### src/rwc_pkg.sv
// Package for the RIFF/WAVE chunk locator: tag words, status codes, result type.
// No dependencies; used by the channel interfaces and the top level.
package rwc_pkg;

    localparam int unsigned WordW = 32;

    localparam logic [WordW-1:0] TAG_RIFF = 32'h4646_4952;
    localparam logic [WordW-1:0] TAG_WAVE = 32'h4556_4157;
    localparam logic [WordW-1:0] TAG_FMT  = 32'h2074_6D66;
    localparam logic [WordW-1:0] TAG_DATA = 32'h6174_6164;
    localparam logic [WordW-1:0] FMT_MIN_LEN = 32'd14;
    localparam logic [WordW-1:0] WORD_MAX = 32'hFFFF_FFFF;

    localparam logic [2:0] ST_OK        = 3'd0;
    localparam logic [2:0] ST_NOT_RIFF  = 3'd1;
    localparam logic [2:0] ST_NOT_WAVE  = 3'd2;
    localparam logic [2:0] ST_FMT_SHORT = 3'd3;
    localparam logic [2:0] ST_EXHAUSTED = 3'd4;
    localparam logic [2:0] ST_TRUNCATED = 3'd5;

    typedef struct packed {
        logic [2:0]       status;
        logic [WordW-1:0] format_offset;
        logic [WordW-1:0] samples_offset;
        logic [WordW-1:0] samples_size;
    } t_result;

endpackage

### src/rwc_if.sv
// Channel interfaces of the chunk locator: file byte stream in, location word out.
// Depends on rwc_pkg.
interface rwc_byte_if;
    logic       valid;
    logic       ready;
    logic [7:0] data_byte;
    logic       frame_end;

    modport source (output valid, output data_byte, output frame_end, input ready);
    modport sink   (input valid, input data_byte, input frame_end, output ready);
endinterface

interface rwc_loc_if;
    logic                       valid;
    logic                       ready;
    logic [2:0]                 status;
    logic [rwc_pkg::WordW-1:0]  format_offset;
    logic [rwc_pkg::WordW-1:0]  samples_offset;
    logic [rwc_pkg::WordW-1:0]  samples_size;

    modport source (output valid, output status, output format_offset,
                    output samples_offset, output samples_size, input ready);
    modport sink   (input valid, input status, input format_offset,
                    input samples_offset, input samples_size, output ready);
endinterface

### src/riff_wave_chunk_locator_unit.sv
// RIFF/WAVE chunk locator top level: parses a WAV byte stream and reports
// where the fmt and data chunk bodies lie. Depends on rwc_pkg and rwc_if.
// Path: a byte accepted into the input register is parsed there; a result it
//   causes goes into the result register and is held on o_loc until taken.
// Throughput: one byte per cycle; the input stalls only while a result word waits.
// Reset: i_rst_n (synchronous, active low) empties both registers; frame_end restarts.
module riff_wave_chunk_locator_unit (
    input  logic          i_clk,
    input  logic          i_rst_n,
    rwc_byte_if.sink      i_byte,
    rwc_loc_if.source     o_loc
);

    // Parser phases
    localparam logic [2:0] PH_RIFF = 3'd0;
    localparam logic [2:0] PH_RLEN = 3'd1;
    localparam logic [2:0] PH_WAVE = 3'd2;
    localparam logic [2:0] PH_CTAG = 3'd3;
    localparam logic [2:0] PH_CLEN = 3'd4;
    localparam logic [2:0] PH_SKIP = 3'd5;
    localparam logic [2:0] PH_IDLE = 3'd6;

    // Input register: one byte waiting to be parsed
    logic       r_s1_valid;
    logic [7:0] r_s1_byte;
    logic       r_s1_fe;

    // Parser state
    logic [2:0]                r_phase, n_phase;
    logic [1:0]                r_biw, n_biw;
    logic [rwc_pkg::WordW-1:0] r_file_offset, n_file_offset;
    logic [rwc_pkg::WordW-1:0] r_word_shift, n_word_shift;
    logic [rwc_pkg::WordW-1:0] r_riff_end, n_riff_end;
    logic [rwc_pkg::WordW-1:0] r_chunk_tag, n_chunk_tag;
    logic [rwc_pkg::WordW-1:0] r_skip_left, n_skip_left;
    logic                      r_format_seen, n_format_seen;
    logic [rwc_pkg::WordW-1:0] r_format_pos, n_format_pos;
    logic                      r_samples_seen, n_samples_seen;
    logic [rwc_pkg::WordW-1:0] r_samples_pos, n_samples_pos;
    logic [rwc_pkg::WordW-1:0] r_samples_len, n_samples_len;
    logic                      r_decided, n_decided;

    // Result register
    logic             r_out_valid;
    rwc_pkg::t_result r_out;

    logic                      st_valid;
    logic [2:0]                st_code;
    logic                      enter_req;
    logic                      hdr_skip;
    logic                      word_done;
    logic [rwc_pkg::WordW-1:0] nxt;
    logic [rwc_pkg::WordW-1:0] ws_new;
    logic [rwc_pkg::WordW-1:0] pad_len;
    logic [rwc_pkg::WordW-1:0] riff_end_sum;
    logic                      s1_adv;
    logic                      s1_fire;
    rwc_pkg::t_result          res;

    // -------------------------------------------------------------------
    // Parse one byte. All decisions come from the current state and the
    // incoming byte already shifted into the little-endian word.
    // -------------------------------------------------------------------
    always_comb begin
        n_phase        = r_phase;
        n_biw          = r_biw;
        n_file_offset  = r_file_offset;
        n_word_shift   = r_word_shift;
        n_riff_end     = r_riff_end;
        n_chunk_tag    = r_chunk_tag;
        n_skip_left    = r_skip_left;
        n_format_seen  = r_format_seen;
        n_format_pos   = r_format_pos;
        n_samples_seen = r_samples_seen;
        n_samples_pos  = r_samples_pos;
        n_samples_len  = r_samples_len;
        n_decided      = r_decided;
        st_valid       = 1'b0;
        st_code        = rwc_pkg::ST_OK;
        enter_req      = 1'b0;
        hdr_skip       = 1'b0;

        // Saturating increment of the file position
        nxt    = (&r_file_offset) ? r_file_offset : r_file_offset + 32'd1;
        ws_new = {r_s1_byte, r_word_shift[rwc_pkg::WordW-1:8]};
        word_done = (r_biw == 2'd3);
        // Body length rounded up to even, saturating at all ones
        pad_len = (&ws_new) ? rwc_pkg::WORD_MAX : ((ws_new + 32'd1) & 32'hFFFF_FFFE);
        riff_end_sum = (ws_new > 32'hFFFF_FFF7) ? rwc_pkg::WORD_MAX : ws_new + 32'd8;

        if (!r_decided) begin
            n_word_shift = ws_new;
            n_biw        = r_biw + 2'd1;

            case (r_phase)
                PH_RIFF: begin
                    if (word_done) begin
                        if (ws_new != rwc_pkg::TAG_RIFF) begin
                            st_valid = 1'b1;
                            st_code  = rwc_pkg::ST_NOT_RIFF;
                        end else begin
                            n_phase = PH_RLEN;
                        end
                    end
                end
                PH_RLEN: begin
                    if (word_done) begin
                        n_riff_end = riff_end_sum;
                        n_phase    = PH_WAVE;
                    end
                end
                PH_WAVE: begin
                    if (word_done) begin
                        if (ws_new != rwc_pkg::TAG_WAVE) begin
                            st_valid = 1'b1;
                            st_code  = rwc_pkg::ST_NOT_WAVE;
                        end else begin
                            enter_req = 1'b1;
                        end
                    end
                end
                PH_CTAG: begin
                    if (word_done) begin
                        n_chunk_tag = ws_new;
                        n_phase     = PH_CLEN;
                    end
                end
                PH_CLEN: begin
                    if (word_done) begin
                        // Only the first fmt chunk is checked; a data chunk is
                        // replaced only while the one held is empty.
                        if (r_chunk_tag == rwc_pkg::TAG_FMT && !r_format_seen) begin
                            if (ws_new < rwc_pkg::FMT_MIN_LEN) begin
                                st_valid = 1'b1;
                                st_code  = rwc_pkg::ST_FMT_SHORT;
                            end else begin
                                n_format_seen = 1'b1;
                                n_format_pos  = nxt;
                                if (r_samples_seen && r_samples_len != '0) begin
                                    st_valid = 1'b1;
                                    st_code  = rwc_pkg::ST_OK;
                                end else begin
                                    hdr_skip = 1'b1;
                                end
                            end
                        end else if (r_chunk_tag == rwc_pkg::TAG_DATA &&
                                     (!r_samples_seen || r_samples_len == '0)) begin
                            n_samples_seen = 1'b1;
                            n_samples_pos  = nxt;
                            n_samples_len  = ws_new;
                            if (r_format_seen) begin
                                st_valid = 1'b1;
                                st_code  = rwc_pkg::ST_OK;
                            end else begin
                                hdr_skip = 1'b1;
                            end
                        end else begin
                            hdr_skip = 1'b1;
                        end

                        if (hdr_skip) begin
                            if (ws_new == '0) begin
                                enter_req = 1'b1;
                            end else begin
                                n_skip_left = pad_len;
                                n_phase     = PH_SKIP;
                            end
                        end
                    end
                end
                PH_SKIP: begin
                    if (r_skip_left != '0) begin
                        n_skip_left = r_skip_left - 32'd1;
                    end
                    if (r_skip_left <= 32'd1) begin
                        enter_req = 1'b1;
                    end
                end
                default: begin
                end
            endcase

            // Next header would start at or past the end of the RIFF list
            if (enter_req) begin
                if (nxt >= r_riff_end) begin
                    st_valid = 1'b1;
                    st_code  = rwc_pkg::ST_EXHAUSTED;
                end else begin
                    n_phase = PH_CTAG;
                    n_biw   = 2'd0;
                end
            end

            n_file_offset = nxt;

            if (!st_valid && r_s1_fe) begin
                st_valid = 1'b1;
                st_code  = rwc_pkg::ST_TRUNCATED;
            end

            if (st_valid) begin
                n_decided = 1'b1;
                n_phase   = PH_IDLE;
            end
        end

        res.status         = st_code;
        res.format_offset  = n_format_seen  ? n_format_pos  : '0;
        res.samples_offset = n_samples_seen ? n_samples_pos : '0;
        res.samples_size   = n_samples_seen ? n_samples_len : '0;
    end

    // Advance the parse stage unless it makes a result that has nowhere to go
    assign s1_adv  = !st_valid || !r_out_valid || o_loc.ready;
    assign s1_fire = r_s1_valid && s1_adv;

    assign i_byte.ready = !r_s1_valid || s1_adv;

    // Input register
    always_ff @(posedge i_clk) begin
        if (!i_rst_n) begin
            r_s1_valid <= 1'b0;
        end else if (i_byte.valid && i_byte.ready) begin
            r_s1_valid <= 1'b1;
        end else if (s1_fire) begin
            r_s1_valid <= 1'b0;
        end
        if (i_byte.valid && i_byte.ready) begin
            r_s1_byte <= i_byte.data_byte;
            r_s1_fe   <= i_byte.frame_end;
        end
    end

    // Parser state: frame end returns everything to the start of a file
    always_ff @(posedge i_clk) begin
        if (!i_rst_n || (s1_fire && r_s1_fe)) begin
            r_phase        <= PH_RIFF;
            r_biw          <= '0;
            r_file_offset  <= '0;
            r_word_shift   <= '0;
            r_riff_end     <= '0;
            r_chunk_tag    <= '0;
            r_skip_left    <= '0;
            r_format_seen  <= 1'b0;
            r_format_pos   <= '0;
            r_samples_seen <= 1'b0;
            r_samples_pos  <= '0;
            r_samples_len  <= '0;
            r_decided      <= 1'b0;
        end else if (s1_fire) begin
            r_phase        <= n_phase;
            r_biw          <= n_biw;
            r_file_offset  <= n_file_offset;
            r_word_shift   <= n_word_shift;
            r_riff_end     <= n_riff_end;
            r_chunk_tag    <= n_chunk_tag;
            r_skip_left    <= n_skip_left;
            r_format_seen  <= n_format_seen;
            r_format_pos   <= n_format_pos;
            r_samples_seen <= n_samples_seen;
            r_samples_pos  <= n_samples_pos;
            r_samples_len  <= n_samples_len;
            r_decided      <= n_decided;
        end
    end

    // Result register: hold the word until the sink takes it
    always_ff @(posedge i_clk) begin
        if (!i_rst_n) begin
            r_out_valid <= 1'b0;
        end else if (s1_fire && st_valid) begin
            r_out_valid <= 1'b1;
        end else if (o_loc.ready) begin
            r_out_valid <= 1'b0;
        end
        if (s1_fire && st_valid) begin
            r_out <= res;
        end
    end

    assign o_loc.valid          = r_out_valid;
    assign o_loc.status         = r_out.status;
    assign o_loc.format_offset  = r_out.format_offset;
    assign o_loc.samples_offset = r_out.samples_offset;
    assign o_loc.samples_size   = r_out.samples_size;

    // -------------------------------------------------------------------
    // Checks
    // -------------------------------------------------------------------
    a_decided_idle: assert property (@(posedge i_clk) disable iff (!i_rst_n)
        r_decided |-> (r_phase == PH_IDLE))
        else $error("decided parser not idle");

    a_skip_nonzero: assert property (@(posedge i_clk) disable iff (!i_rst_n)
        (r_phase == PH_SKIP) |-> (r_skip_left != '0))
        else $error("skip phase with empty skip count");

    a_no_overwrite: assert property (@(posedge i_clk) disable iff (!i_rst_n)
        (s1_fire && st_valid) |-> (!r_out_valid || o_loc.ready))
        else $error("result overwrites a pending word");

    a_status_range: assert property (@(posedge i_clk) disable iff (!i_rst_n)
        r_out_valid |-> (r_out.status <= rwc_pkg::ST_TRUNCATED))
        else $error("status code out of range");

endmodule

### src/flat_wrapper.sv
// flat-port wrapper written by rule: the top's interface ports become plain ports
module riff_wave_chunk_locator_unit_flat 
  (i_clk, i_rst_n, i_byte_valid, i_byte_data_byte, i_byte_frame_end, i_byte_ready, o_loc_valid, o_loc_status, o_loc_format_offset, o_loc_samples_offset, o_loc_samples_size, o_loc_ready);
  rwc_byte_if i_byte_i ();
  rwc_loc_if o_loc_i ();
  input  logic i_clk;
  input  logic i_rst_n;
  input wire logic [$bits(i_byte_i.valid)-1:0] i_byte_valid;
  input wire logic [$bits(i_byte_i.data_byte)-1:0] i_byte_data_byte;
  input wire logic [$bits(i_byte_i.frame_end)-1:0] i_byte_frame_end;
  output wire logic [$bits(i_byte_i.ready)-1:0] i_byte_ready;
  output wire logic [$bits(o_loc_i.valid)-1:0] o_loc_valid;
  output wire logic [$bits(o_loc_i.status)-1:0] o_loc_status;
  output wire logic [$bits(o_loc_i.format_offset)-1:0] o_loc_format_offset;
  output wire logic [$bits(o_loc_i.samples_offset)-1:0] o_loc_samples_offset;
  output wire logic [$bits(o_loc_i.samples_size)-1:0] o_loc_samples_size;
  input wire logic [$bits(o_loc_i.ready)-1:0] o_loc_ready;
  assign i_byte_i.valid = i_byte_valid;
  assign i_byte_i.data_byte = i_byte_data_byte;
  assign i_byte_i.frame_end = i_byte_frame_end;
  assign i_byte_ready = i_byte_i.ready;
  assign o_loc_valid = o_loc_i.valid;
  assign o_loc_status = o_loc_i.status;
  assign o_loc_format_offset = o_loc_i.format_offset;
  assign o_loc_samples_offset = o_loc_i.samples_offset;
  assign o_loc_samples_size = o_loc_i.samples_size;
  assign o_loc_i.ready = o_loc_ready;
  riff_wave_chunk_locator_unit u_core (.i_clk(i_clk), .i_rst_n(i_rst_n), .i_byte(i_byte_i), .o_loc(o_loc_i));
endmodule
### config.mk
export PLATFORM = sky130hd
export DESIGN_NAME = riff_wave_chunk_locator_unit_flat
export DESIGN_NICKNAME = d
export VERILOG_FILES = /design/src/rwc_pkg.sv /design/src/rwc_if.sv /design/src/riff_wave_chunk_locator_unit.sv /design/src/flat_wrapper.sv
export SDC_FILE = /design/constraint.sdc
export NUM_CORES = 1
export LEC_CHECK = 0
export BUFFER_PORTS_ARGS = -buffer_cell sky130_fd_sc_hd__buf_2
export CORE_ASPECT_RATIO = 1.2
export CORE_UTILIZATION = 40
export CTS_BUF_LIST = sky130_fd_sc_hd__clkbuf_8
export DETAILED_ROUTE_END_ITERATION = 12
export PLACE_DENSITY_LB_ADDON = 0.08
export RECOVER_POWER = 25
export SLEW_MARGIN = 10
export SYNTH_ARGS = -nofsm -noshare
export SYNTH_HDL_FRONTEND = slang
export SYNTH_SLANG_ARGS = --single-unit
### constraint.sdc
create_clock -name i_clk -period 14.7 [get_ports i_clk]
set_input_delay 1.47 -clock i_clk [delete_from_list [all_inputs] [get_ports i_clk]]
set_output_delay 1.47 -clock i_clk [all_outputs]
set_load 0.05 [all_outputs]
==> results of run 1 <==
-- registers in the layout, indices dropped and copies added, names as in the netlist, 24 cells and up --
| name | flops |
|---|---|
| u_core.o_loc.samples_size | 32 |
| u_core.r_word_shift | 24 |
| u_core.r_samples_len | 32 |
| u_core.o_loc.samples_offset | 32 |
| u_core.r_format_pos | 32 |
| u_core.o_loc.format_offset | 32 |
| u_core.r_skip_left | 32 |
| u_core.r_chunk_tag | 32 |
| u_core.r_riff_end | 32 |
| u_core.r_file_offset | 32 |
| u_core.r_samples_pos | 32 |
-- per-layer routing --
metal,vias to the layer above,GRT usage (%)
met1,7481,30.54
met5,-,0
met2,401,40.06
met4,0,8.950
met3,115,3.503
li1,7487,-
-- tightest hold or removal path, cell delays in order, from the launching register on --
cell     delay, ns
dfxtp_1       0.31
nand2_1       0.05
mux2i_1       0.06
-- where the power goes --
| group | switching, W | total [W] | internal (W) |
|---|---|---|---|
| Clock | 0.000425 | 0.000873 | 0.000448 |
| Combinational | 0.000104 | 0.000127 | 0.0000231 |
| Sequential | 0.0000180 | 0.00107 | 0.00105 |
| Total | 0.000547 | 0.00207 | 0.00152 |
-- path summary, 6_finish.rpt --
kind / cells after the start / end / slack (ns) / startpoint
max: 17 / i_byte_ready / 6.99 / u_core.r_file_offset[3]
min: 2 / u_core.r_samples_pos[0] / 0.47 / u_core.r_samples_pos[0]
max reg2reg: 18 / u_core.r_skip_left[19] / 7.42 / u_core.r_file_offset[3]
min reg2reg: 2 / u_core.r_samples_pos[0] / 0.47 / u_core.r_samples_pos[0]
-- area by class of cell --
type / count / area share, %
multi-input cells: 1431 / 43.98
flip-flops and latches: 366 / 41.64
clock buffers: 69 / 4.703
well taps: 609 / 3.773
repair buffers: 139 / 3.129
inverters: 87 / 1.617
clock inverters: 46 / 1.146
diodes: 1 / 0.01239
-- cells by family after synthesis --
group / after synthesis / share of synthesized area, %
buffers and inverters: 252 / 5.585
AO/OA/AOI/OAI: 459 / 17.21
flip-flops: 366 / 46.11
adder cells (fa/ha/maj): 40 / 2.744
multiplexers: 69 / 3.787
XOR/XNOR: 83 / 3.986
AND/OR/NAND/NOR: 780 / 20.58
-- cell usage after synthesis (all sizes together) (9+ instances only) --
master | n | area share (%)
and3 | 10 | 0.34
nor3 | 36 | 1.1
xor2 | 37 | 1.8
dfxtp | 258 | 28
o221a | 21 | 1.3
clkbuf | 126 | 2.6
o211a | 24 | 1.3
nand3 | 90 | 2.5
o21ai | 106 | 2.9
buf | 39 | 1.2
ha | 40 | 2.7
a31oi | 18 | 0.62
a311oi | 11 | 0.56
and4 | 9 | 0.43
nor4 | 37 | 1.5
edfxtp | 108 | 18
a31o | 13 | 0.62
nand2 | 311 | 6.4
nor2 | 145 | 3.0
a21oi | 108 | 3.0
mux2i | 69 | 3.8
o31ai | 19 | 0.78
or3 | 51 | 1.8
or4 | 10 | 0.41
xnor2 | 46 | 2.2
inv | 87 | 1.8
a211oi | 84 | 3.5
nand4 | 36 | 1.2
-- metrics by stage --
| stage | instance area (um^2) | util, % |
|---|---|---|
| floorplan | 18240 | - |
| global placement | 19130 | 42.63 |
| detailed placement | 19130 | 42.63 |
| CTS | 20310 | 45.26 |
| global route | 20190 | 44.99 |
| finish | 20190 | 44.99 |
==> results.md, run 1 <==
* Status: complete, but fails checks
* Violated checks: capacitance limit, slew limit
* Pins over their slew limit at 67
* Number of cells after detailed placement at 2632
* DRC violation total after the first TritonRoute iteration at 1056
* Filler cell count at 4570
* Last weighted congestion value of the routability-driven placer at 0.8858
* Share of synthesized area occupied by flip-flops and latches at 46.11%
* Worst Max-Slew Pin Slew at 2.077 ns
* Post-Route WL at 55960 um
* Number of H-tree levels at 2
* RSZ-0062 raised after global routing: false
* Most common library cell in the layout ignoring fill and taps: nand2_1
* Number of standard cells in the layout, taps in and fillers out at 2748
* Multi-input logic area at 0.008881 mm^2
* Endpoint arrival time on the critical path at 6.24 ns
* Delay of the slowest cell on the worst path at 0.48 ns
* Number of global-route vias before repair at 14710
* Number of primary I/O pins at 114
* Setup Skew at 0.05877 ns
* Fin Setup TNS at 0 ns
* Met3 WL at 2696 um
* Via total after detailed routing at 15480
* Sequential standard cell area at 0.008408 mm^2
* Average vias per placed instance at 5.635
* Period minus WS final at 7.715 ns
* Final setup vio count at 0
* Global-route wire length before repair at 85940 um
* Source-to-sink clock delay at the later pin of the worst-skew pair at 0.70 ns
* Met2 Routed Length at 27010 um
* Asr flop ratio synth at 0%
* CTS Root Buffer Type: clkbuf_8
* Count of yosys warnings during synthesis at 0
* Post-Syn Area per Cell at 8.900 um^2
* Dominant cell type by count on the critical path: nand2_1
* Max Clk Rate at 129.6 MHz
* Final number of hold-violating endpoints at 0
* Vert. Die Dim at 235.9 um
* CP Data Required Time at 13.23 ns
* Count of state elements after synthesis at 366
* Final nets at 2139
* Synth Net Count at 2102
* Largest driver fanout on the critical path at 12
* Most used cells in the layout excluding fill and tap cells: nand2_1, dfxtp_1, nor2_1
* Fin crit share at 52.48%
* Highest routed layer: met4
* Class of the most critical setup path: reg2out
* Number of unique standard cell types used by synthesis at 72
* Initial standard-cell utilization of the core at 40.63%
* Netlist area before placement at 0.01824 mm^2
* CP cell instances: nand4_1 > or3_1 > nor4b_4 > nor3b_1 > nand2_1 > nor2_1 > xnor2_1 > inv_1 > ha_1 > and4_1 > a221o_1 > a2111o_1 > a21oi_1 > or3_4 > nand2_1 > nand3_1 > buf_2
* Largest buffer count on any clock path at 3
* Buffer count from post-CTS setup fixing at 0
* Layout-stage area growth over the synthesis result at 10.73%
* Placed wire-length estimate after detailed placement at 37610 um
* Slowest CP cell: or3_1
* Routed metal-1 wirelength at 24380 um
* CORE AREA at 0.04488 mm^2
* Clock input transition at the sequential cells of the worst setup and hold paths at 0.06 ns
* Die area at 0.04645 mm^2
* Number of placement rows at 85
* Routed length per instance at 20.36 um
* Floorplan die width at 196.9 um
* Startpoint types: flop
* Clock sink count at 366
* Count of input and output buffers at 113
* EDFF count, synth at 108
* Maximum resistive drop on vdd at 0.00007386 V
* Worst hold slack after final layout at 0.4684 ns
* Worst setup slack before clock tree synthesis at 7.402 ns
* Overall power of the completed layout at 0.002071 W
* Fraction of layout instances using a drive strength above 1 at 8.279%
* Crit end category: output port
* Pin count of the biggest net entering global routing at 96
* Cell type group with the largest total delay on the critical path: simple AND/OR/NAND/NOR gates
* Gr ovfl total at 0
* Max-cap viol count at 2
* CTS-repair resized insts at 0
* Cells after synthesis at 2049
* Remaining antenna violation count after routing at 0
* Initial DRT Pass Iterations at 5
* Max-Slew Margin vs Limit at -38.46%
* CTS tree: done
* Power per cell area at 102.6 mW/mm^2
* CTS Buf Count at 61
* Gr usage total at 23.75%
* Top flip-flop cell by instance count after synthesis: dfxtp_1
* Antenna violations before repair at 1
* Number of DRC violations after detailed routing at 0
* Post-CTS Hold Fix Bufs at 0
* Final setup margin at 6.985 ns
* Path type of the worst min-delay path: reg2reg
* Buffering stage count on the worst path with inverters included at 2
* Leakage Power at 7.153 nW
(Power assumes the default switching activity.)
==> inputs of run 2 (changes only) <==
Clock period 14.7 ns to 7 ns, I/O delays scaled along.
==> results.md, run 2 (synthesis results as in run 1) <==
* Status: complete, but fails checks
* Violated checks: capacitance limit, slew limit
* Internal Dissipation at 0.003308 W (+120%)
* Max Clk Rate at 152.2 MHz
* Final nets at 2151 (+0.56%)
* RSZ-0062 raised after global routing: false
* Number of H-tree levels at 2 (unchanged)
* Number of primary I/O pins at 114 (unchanged)
* Post-Route WL at 55820 um (-0.25%)
* Last weighted congestion value of the routability-driven placer at 0.8705 (-1.7%)
* Setup Skew at 0.03092 ns (-0.02785 ns)
* Source-to-sink clock delay at the later pin of the worst-skew pair at 0.69 ns (about the same)
* Floorplan die width at 196.9 um (unchanged)
* Max-Slew Margin vs Limit at -136.4% (-98 points)
* CP cell instances: nand4_1 > or3_1 > nor4b_4 > or2_2 > nor2_1 > nand2_1 > xor2_1 > inv_1 > ha_1 > a21oi_1 > o21ai_0 > a221o_1 > a2111o_1 > a21oi_2 > or3_4 > nand2_1 > nand3_1 > buf_2
* Reg power frac at 50.2% (-1.5 points)
* NetSw at 0.001172 W (+110%)
* Routed length per instance at 20.23 um (-0.64%)
* Final setup margin at 0.4282 ns (-6.557 ns)
* Power per cell area at 219.1 mW/mm^2 (+110%)
* CP Data Required Time at 6.30 ns (-6.93 ns)
* CTS tree: done
* Antenna violations before repair at 1 (unchanged)
* Startpoint types: flop
* Die area at 0.04645 mm^2 (unchanged)
* Delay of the slowest cell on the worst path at 0.48 ns (about the same)
* Final number of hold-violating endpoints at 0 (unchanged)
* CORE AREA at 0.04488 mm^2 (unchanged)
* Leakage Power at 7.288 nW (+1.9%)
* Initial standard-cell utilization of the core at 40.63% (unchanged)
* Worst setup slack before clock tree synthesis at 0.5628 ns (-6.839 ns)
* Buffer count from post-CTS setup fixing at 0 (unchanged)
* Max-cap viol count at 2 (unchanged)
* Overall power of the completed layout at 0.004480 W (+120%)
* Dominant cell type by count on the critical path: nand2_1
* Endpoint arrival time on the critical path at 5.87 ns (-0.37 ns)
* Number of placement rows at 85 (unchanged)
* CTS Root Buffer Type: clkbuf_8
* Busiest grt layer: met2
* Via total after detailed routing at 15520 (+0.21%)
* Fin crit share at 93.88%
* Largest buffer count on any clock path at 3 (unchanged)
* Clock input transition at the sequential cells of the worst setup and hold paths at 0.07 ns (about the same)
* Crit end category: output port
* Slowest CP cell: nor4b_4
* Worst Max-Slew Pin Slew at 3.546 ns (+1.469 ns)
* Clock Power Share at 43.8% (+1.6 points)
* DRC violation total after the first TritonRoute iteration at 1102 (+4.4%)
* Layout-stage area growth over the synthesis result at 12.10%
* Met1 usage in global routing at 30.38% (-0.16 points)
* Filler cell count at 4559 (-0.24%)
* Global-route wire length before repair at 86650 um (+0.83%)
* Met3 track utilization from global routing at 4.003% (+0.50 points)
* GRT met2 Usage at 39.91% (-0.15 points)
* Most used cells in the layout excluding fill and tap cells: nand2_1, dfxtp_1, nor2_1
* Count of input and output buffers at 113 (unchanged)
* Number of global-route vias before repair at 14960 (+1.7%)
* Number of DRC violations after detailed routing at 0 (unchanged)
* Layout Utilization at 45.55% (+0.56 points)
* CTS-repair resized insts at 1 (+1)
* Path type of the worst min-delay path: in2reg
* Fin Setup TNS at 0 ns (unchanged)
* Fraction of layout instances using a drive strength above 1 at 9.214% (+0.93 points)
* Most common library cell in the layout ignoring fill and taps: nand2_1
* Post-CTS Hold Fix Bufs at 0 (unchanged)
* Period minus WS final at 6.572 ns
* Maximum resistive drop on vdd at 0.0001424 V (+93%)
* Gr ovfl total at 0 (unchanged)
* Clock sink count at 366 (unchanged)
* Combinational share of power at 6.0% (about the same)
* Switching share of power at 26.15% (-0.26 points)
* Remaining antenna violation count after routing at 0 (unchanged)
* CTS Buf Count at 60 (-1.6%)
* Vert. Die Dim at 235.9 um (unchanged)
* Final setup vio count at 0 (unchanged)
* Pin count of the biggest net entering global routing at 124 (+29%)
* Average vias per placed instance at 5.624 (-0.19%)
* Class of the most critical setup path: reg2out
* Largest driver fanout on the critical path at 10 (-2)
* Pins over their slew limit at 129 (+93%)
* Placed wire-length estimate after detailed placement at 38260 um (+1.7%)
* Initial DRT Pass Iterations at 5 (unchanged)
* Gr usage total at 23.87% (+0.12 points)
run 2: worst paths after layout:
path	start	to	slack [ns]	depth (start not counted)
max	u_core.r_file_offset[5]	i_byte_ready	0.43	18
min	i_byte_frame_end	u_core.r_s1_fe	0.18	1
max reg2reg	u_core.r_file_offset[5]	u_core.r_riff_end[17]	0.85	19
min reg2reg	u_core.r_samples_pos[20]	u_core.r_samples_pos[20]	0.47	2
run 2: area by class of cell:
| cell class | count | area, um^2 | area share [%] |
|---|---|---|---|
| clock buffer | 68 | 935.9 | 4.578 |
| inverter | 87 | 326.6 | 1.597 |
| timing repair buffer | 152 | 808.3 | 3.954 |
| antenna | 1 | 2.502 | 0.01224 |
| clock inverter | 45 | 311.5 | 1.524 |
| multi-input combinational | 1431 | 8889 | 43.48 |
| sequential | 366 | 8408 | 41.13 |
| tap | 609 | 762.0 | 3.727 |
run 2: per-layer routing:
layer | up-vias | routed length (um)
li1 | 7533 | -
met1 | 7462 | 24150
met2 | 406 | 27220
met3 | 116 | 2450
met4 | 0 | 1990
met5 | - | 0
run 2: worst max-delay path: cells and delay by family (launching register included):
family / cells / cell delay, ns
XOR/XNOR: 1 / 0.38
buffers and inverters: 2 / 0.39
adder cells (fa/ha/maj): 1 / 0.32
flip-flops: 1 / 0.43
AO/OA/AOI/OAI: 5 / 1.27
AND/OR/NAND/NOR: 9 / 2.39
run 2: metrics by stage:
step | instance area, um^2 | cells | hold WS (ns)
2_1_floorplan | 18240 | 2049 | 0.4350
3_3_place_gp | 19300 | 2645 | 0.4475
3_5_place_dp | 19300 | 2645 | 0.4573
4_1_cts | 20550 | 2758 | 0.1303
5_1_grt | 20440 | 2759 | 0.1460
6_report | 20440 | 2759 | 0.1832
run 2: power by group through the flow:
stage	Combinational (W)	Clock, W	Sequential, W
detailed placement	0.000277	0	0.00229
CTS	0.000278	0.00202	0.00225
finish	0.000271	0.00196	0.00225
global route	0.000288	0.00212	0.00225
floorplan	0.000128	0	0.00235
global placement	0.000276	0	0.00229
